[src/rtl/pretrigger_capture_average_trigger_assert.svh]
// assertion macros for the pretrigger capture block
`ifndef PRETRIGGER_CAPTURE_AVERAGE_TRIGGER_ASSERT_SVH
`define PRETRIGGER_CAPTURE_AVERAGE_TRIGGER_ASSERT_SVH

// same-cycle implication, checked outside reset
`define PCAT_ASSERT_IMPL(label, clk, rstn, ante, cons, msg) \
    label: assert property (@(posedge clk) disable iff (!rstn) (ante) |-> (cons)) \
        else $error(msg);

// next-cycle implication, checked outside reset
`define PCAT_ASSERT_NEXT(label, clk, rstn, ante, cons, msg) \
    label: assert property (@(posedge clk) disable iff (!rstn) (ante) |=> (cons)) \
        else $error(msg);

`endif

[src/rtl/pcat_pkg.sv]
// shared types and constants for the pretrigger capture block
package pcat_pkg;

    localparam int SAMPLE_BITS = 12;
    localparam int RATIO_W     = 10;
    localparam int PRETRIG_W   = 10;
    localparam int READ_W      = 10;
    localparam int AVG_W       = 16;
    localparam int RV_W        = 17;
    localparam int FUNC_W      = 2;
    localparam int CFG_ADDR_W  = 1;
    localparam int CFG_DATA_W  = 10;
    localparam int S_TDATA_W   = 24;
    localparam int M_TDATA_W   = 40;

    localparam logic [RATIO_W-1:0]   RATIO_RESET   = 10'd384;
    localparam logic [PRETRIG_W-1:0] PRETRIG_RESET = 10'd200;

    typedef enum logic [FUNC_W-1:0] {
        FUNC_SAMPLE  = 2'd0,
        FUNC_READ    = 2'd1,
        FUNC_RELEASE = 2'd2
    } func_t;

    typedef enum logic [CFG_ADDR_W-1:0] {
        REG_TRIG_RATIO = 1'b0,
        REG_PRETRIG    = 1'b1
    } reg_idx_t;

    typedef logic [AVG_W-1:0] avg_t;

    typedef struct packed {
        logic busy;
        logic done;
    } div_status_t;

    // first member lands in the highest bits
    typedef struct packed {
        logic [AVG_W-1:0]       window_average;
        logic signed [RV_W-1:0] read_value;
        logic                   sample_dropped;
        logic                   capture_done;
    } res_t;

    localparam int RES_W = $bits(res_t);

endpackage

[src/rtl/pcat_divider.sv]
// iterative restoring divider for the held average, one quotient bit a cycle
module pcat_divider #(
    parameter int NUM_W = 26,
    parameter int DEN_W = 11
) (
    input  logic                  aclk,
    input  logic                  aresetn,
    input  logic                  start,
    input  logic [NUM_W-1:0]      num,
    input  logic [DEN_W-1:0]      den,
    output pcat_pkg::avg_t        quotient,
    output pcat_pkg::div_status_t status
);
    import pcat_pkg::*;

    localparam int CNT_W = $clog2(AVG_W + 1);

    logic [DEN_W-1:0] rem_reg;
    logic [DEN_W-1:0] den_reg;
    logic [AVG_W-1:0] quo_reg;
    logic [CNT_W-1:0] cnt_reg;
    logic             busy_reg;
    logic             done_reg;

    logic [DEN_W:0]   shifted;
    logic             qbit;
    logic [DEN_W-1:0] rem_next;

    // quotient fits AVG_W bits, so the upper part of num is already below den
    always_comb begin
        shifted  = {rem_reg, quo_reg[AVG_W-1]};
        qbit     = (shifted >= (DEN_W+1)'(den_reg));
        rem_next = qbit ? DEN_W'(shifted - (DEN_W+1)'(den_reg)) : DEN_W'(shifted);
    end

    always_ff @(posedge aclk) begin
        if (!aresetn) begin
            busy_reg <= 1'b0;
            done_reg <= 1'b0;
            cnt_reg  <= '0;
        end else begin
            done_reg <= 1'b0;
            if (start) begin
                rem_reg  <= DEN_W'(num >> AVG_W);
                quo_reg  <= num[AVG_W-1:0];
                den_reg  <= den;
                cnt_reg  <= CNT_W'(AVG_W);
                busy_reg <= 1'b1;
            end else if (busy_reg) begin
                rem_reg <= rem_next;
                quo_reg <= {quo_reg[AVG_W-2:0], qbit};
                cnt_reg <= cnt_reg - 1'b1;
                if (cnt_reg == CNT_W'(1)) begin
                    busy_reg <= 1'b0;
                    done_reg <= 1'b1;
                end
            end
        end
    end

    assign quotient = quo_reg;
    assign status   = '{busy: busy_reg, done: done_reg};

endmodule

[config.mk]
export PLATFORM = sky130hd
export DESIGN_NAME = pcat_divider
export DESIGN_NICKNAME = d
export VERILOG_FILES = /design/src/rtl/pretrigger_capture_average_trigger_assert.svh /design/src/rtl/pcat_pkg.sv /design/src/rtl/pcat_divider.sv
export SDC_FILE = /design/constraint.sdc
export NUM_CORES = 1
export LEC_CHECK = 0
export ABC_AREA = 1
export CAP_MARGIN = 10
export CORE_MARGIN = 2
export CORE_UTILIZATION = 53
export CTS_CLUSTER_DIAMETER = 100
export DETAILED_ROUTE_END_ITERATION = 12
export DONT_BUFFER_PORTS = 1
export GPL_TIMING_DRIVEN = 0
export PLACE_DENSITY = 0.78
export SETUP_SLACK_MARGIN = 0.15
export SLEW_MARGIN = 5
export SYNTH_ARGS = -nofsm -noshare
export SYNTH_HDL_FRONTEND = slang
export SYNTH_SLANG_ARGS = --single-unit
[constraint.sdc]
create_clock -name aclk -period 2.6 [get_ports aclk]
set_input_delay 0.13 -clock aclk [delete_from_list [all_inputs] [get_ports aclk]]
set_output_delay 0.13 -clock aclk [all_outputs]
set_load 0.03 [all_outputs]
==> results.txt <==
Worst hold-check path type: in -> reg. Traced cell by cell, the critical path runs through inv_2, ha_2, fa_2, inv_1, nand3_1, nand2_2, nand3_4, nand4_4, clkbuf_16, buf_4, o21ai_2, nor2_2. edfxtp_1 takes more of the synthesized area than any other cell. For this run, the number of Yosys warnings is 0. The synthesis-stage register bit count works out to 45. Together, buffers and inverters on the worst path number 4. In this run the power density over the cells is 587.1 nW/um2. The count of unresolved DRC violations after routing came out at 0. The run gives 0.2131 as the global-route usage over all layers.

The logs give 413 for the final-stage net count and 0.0004589 V for the maximum resistive drop on vdd. The tools report the type of destination of the critical path as a flop. The repair_antennas step left the layout with diodes totalling 0. The synthesized netlist contains 32 unique library cells. The finished cells cover 3167 um2. Summing every instance area after synthesis gives 2820 um2. The worst-case clock buffer depth is 2, and the average instance area after synthesis is 8.369 um2. The logs give 2.67 ns for the required time at the endpoint of the critical path and 5107 um2 for the area inside the core boundary. The clock transition at the registers of the reported paths is 0.10 ns.

The type of the worst setup path was reg -> reg. The flow ran to the end, and the final reports show no timing, DRC or antenna violations. Max-slew violation count: 0. The area growth from synthesis to layout is 12.29%.

Clock tree synthesis inserted a total of 5 buffers. The element type at the critical path start is a flop. The tree is rooted in a clkbuf_8.

The number of cells on the worst reg-to-reg path is 12. The pin count of the biggest net entering global routing is 29. TritonCTS built the clock tree.

Once routing completed, OpenROAD measured the worst setup slack at 0.3047 ns. The proportion of netlist area held by the largest area contributor works out to 0.4046. Startpoint of the most critical hold path: num[7].

The run gives 6106 um as the wire length after detailed routing. The tools report the number of clock sinks as 45. The overall die height was 76.95 um.

The logs give 0.4543 for the share of the yosys chip area belonging to registers and 0.06989 ns for the pre-CTS setup slack. The floorplan has 26 rows. Among all flip-flop cells after synthesis, the most frequent one is edfxtp_1. Among all cell types in the netlist, the one instantiated most often is nand2_1.

The time the final worst path needs with I/O delays and setup is 2.295 ns. In this run the register-to-register setup slack is 0.30 ns. After detailed placement, the total cell area comes to 2919 um2. The tools report the HPWL after detailed placement as 4345 um. The launch point of the worst reg-to-reg path was quotient[15]. For the filler-free cell count of the finished design, the log shows 430.

The logs give 0 for the sum of overflow across all layers after global routing and 0.4357 GHz for the maximum clock frequency. 58 I/O pins were placed. By area the synthesized netlist is led by edfxtp_1 (40%), nand2_1 (17%), inv_1 (7.2%), ha_1 (5.8%), dfxtp_1 (5.0%). The instance count after placement with tap cells included was 407; the worst-case clock skew was 0.01455 ns. The run gives 5921 um2 as the die outline area.

The proportion of layout cells with a drive suffix above 1 was 0.1472; the post-synth net total was 391. Synthesis produced 337 cells. By count the netlist is led by nand2_1 (127), inv_1 (54), edfxtp_1 (38), nor2_1 (15), nand2_2 (14). The data arrival time at the worst-slack endpoint is 2.37 ns, and the filler cell count in the final layout is 425. Counting buffers and inverters, the worst setup path is 12 cells deep. The floorplan die width is 76.95 um. In the final routed layout, each cell accounts on average for 14.20 um. The tools report the terminus of the critical flop-to-flop path as rem_reg[10]. The final number of hold-violating endpoints was 0. For the pin with the worst max-slew slack, the measured transition is 0.9045 ns. Setup repair after global routing left no endpoint under its margin. The logs give 2 for the H-tree depth reported by CTS and 0 for the max-capacitance violation count.

The tools report the number of antenna violations at the first check in global routing as 0. The via density per instance works out to 5.170. The largest single stage delay on the critical path is 0.56 ns. Of all nets on the critical path, the largest fanout is 5. The initial core utilization is 0.5522, and the flip-flop count of the largest register after layout is 16. For this block, the via count after detailed routing is 2,223. The kind of cell with the highest combined delay on the critical path was flip-flops.

The max-slew headroom at the worst pin was 0.3957; the number of flops mapped to enable cells by yosys was 38. The iteration-0 DRC count of the detailed router is 121. For this run, the detailed router's first-pass iteration total came to 6. The tools report the final number of setup-violating endpoints as 0. The critical path starts at quotient[15]. Routability-driven placement congestion ratio: 0.8861. Via count of the first global-routing pass: 2,271.

The number of port buffers works out to 0. Summed over all cells, the static leakage comes to 1.548 nW. The count of nets left with antenna violations once routing finished came out at 0.

Following the worst setup path forward leads to its endpoint at rem_reg[10]. On the critical path, the stage with the largest delay is an instance of edfxtp_1. The share of async-settable or async-resettable flops after synthesis was 0; the clock network latency to the later pin of the worst-skew pair was 0.30 ns.

The final period utilization works out to 0.8828. The first global-routing pass estimated 10,050 um of wire.
[final cells by class]
type | instances | area [um2] | share of cell area
Sequential cell | 45 | 1281 | 0.4046
Buffer | 9 | 60.06 | 0.01896
Clock inverter | 2 | 12.51 | 0.003951
Tap cell | 70 | 87.58 | 0.02766
Clock buffer | 6 | 72.57 | 0.02292
Multi-Input combinational cell | 229 | 1292 | 0.4081
Inverter | 54 | 202.7 | 0.06401
Timing Repair Buffer | 15 | 157.7 | 0.04978
[worst min-delay path by stage]
stage / end / slack (ns) / cells past startpoint
final: quotient[7] / 0.007 / 2
after detailed placement: den_reg[3] / 0.23 / 0
after floorplan: den_reg[0] / 0.23 / 0
after global placement: den_reg[2] / 0.23 / 0
after global routing: quotient[13] / 0.006 / 2
after CTS: quotient[0] / 0.006 / 2
[power by group]
part           switching [mW]  internal (mW)  leakage (nW)  total, mW
sequential             0.0632          0.851         0.420      0.914
combinational           0.310          0.197          1.08      0.507
clock                   0.247          0.191        0.0461      0.438
total                   0.620           1.24          1.55       1.86
[metal layers]
metal / vias to the layer above / GRT usage / wire (um)
met4: 0 / 0.06909 / 60
met1: 1022 / 0.2703 / 2518
met5: - / 0 / 0
met2: 76 / 0.3614 / 3070
li1: 1118 / - / -
met3: 7 / 0.04706 / 457
[cell usage in the layout, fill, tap and decap left out, types with 4 or more instances in the layout]
| cell type | n |
|---|---|
| dfxtp_1 | 7 |
| inv_1 | 53 |
| clkbuf_8 | 5 |
| nand2_2 | 14 |
| clkbuf_1 | 5 |
| edfxtp_1 | 38 |
| a21oi_1 | 4 |
| nand3_2 | 9 |
| dlygate4sd3_1 | 11 |
| nor2_1 | 15 |
| buf_4 | 5 |
| nand2_1 | 127 |
| nand3b_1 | 4 |
| ha_1 | 12 |
| nand3_1 | 10 |
| nand4_1 | 11 |
[kinds of logic (layout without fill, tap and decap cells)]
family / Yosys count / after routing / share of synthesized area
buf+inv: 63 / 86 / 0.09316
xor+xnor: 4 / 4 / 0.01242
fa+ha+maj: 14 / 14 / 0.06478
compound gates: 10 / 10 / 0.02174
flops: 45 / 45 / 0.4543
simple gates: 201 / 201 / 0.3536
[stage by stage]
step	util	power (mW)	TNS [ns]	hold slack (ns)
after floorplan	-	1.306	0	0.2289
after global placement	0.5693	1.378	-9.215	0.2289
after detailed placement	0.5715	1.394	0	0.2289
after CTS	0.6112	1.836	0	0.005562
after global routing	0.6200	1.969	0	0.005815
final	0.6200	1.859	0	0.007326
[timing repair]
item,4_1_cts,5_1_grt
endpoints found under the setup margin,9,10
resized for setup,0,3
hold buffers,11,0
pin swaps,0,1
cloned,0,1
endpoints found under the hold margin,11,0
buffers inserted,1,2
Note: power is estimated with default switching activity, not from simulation.
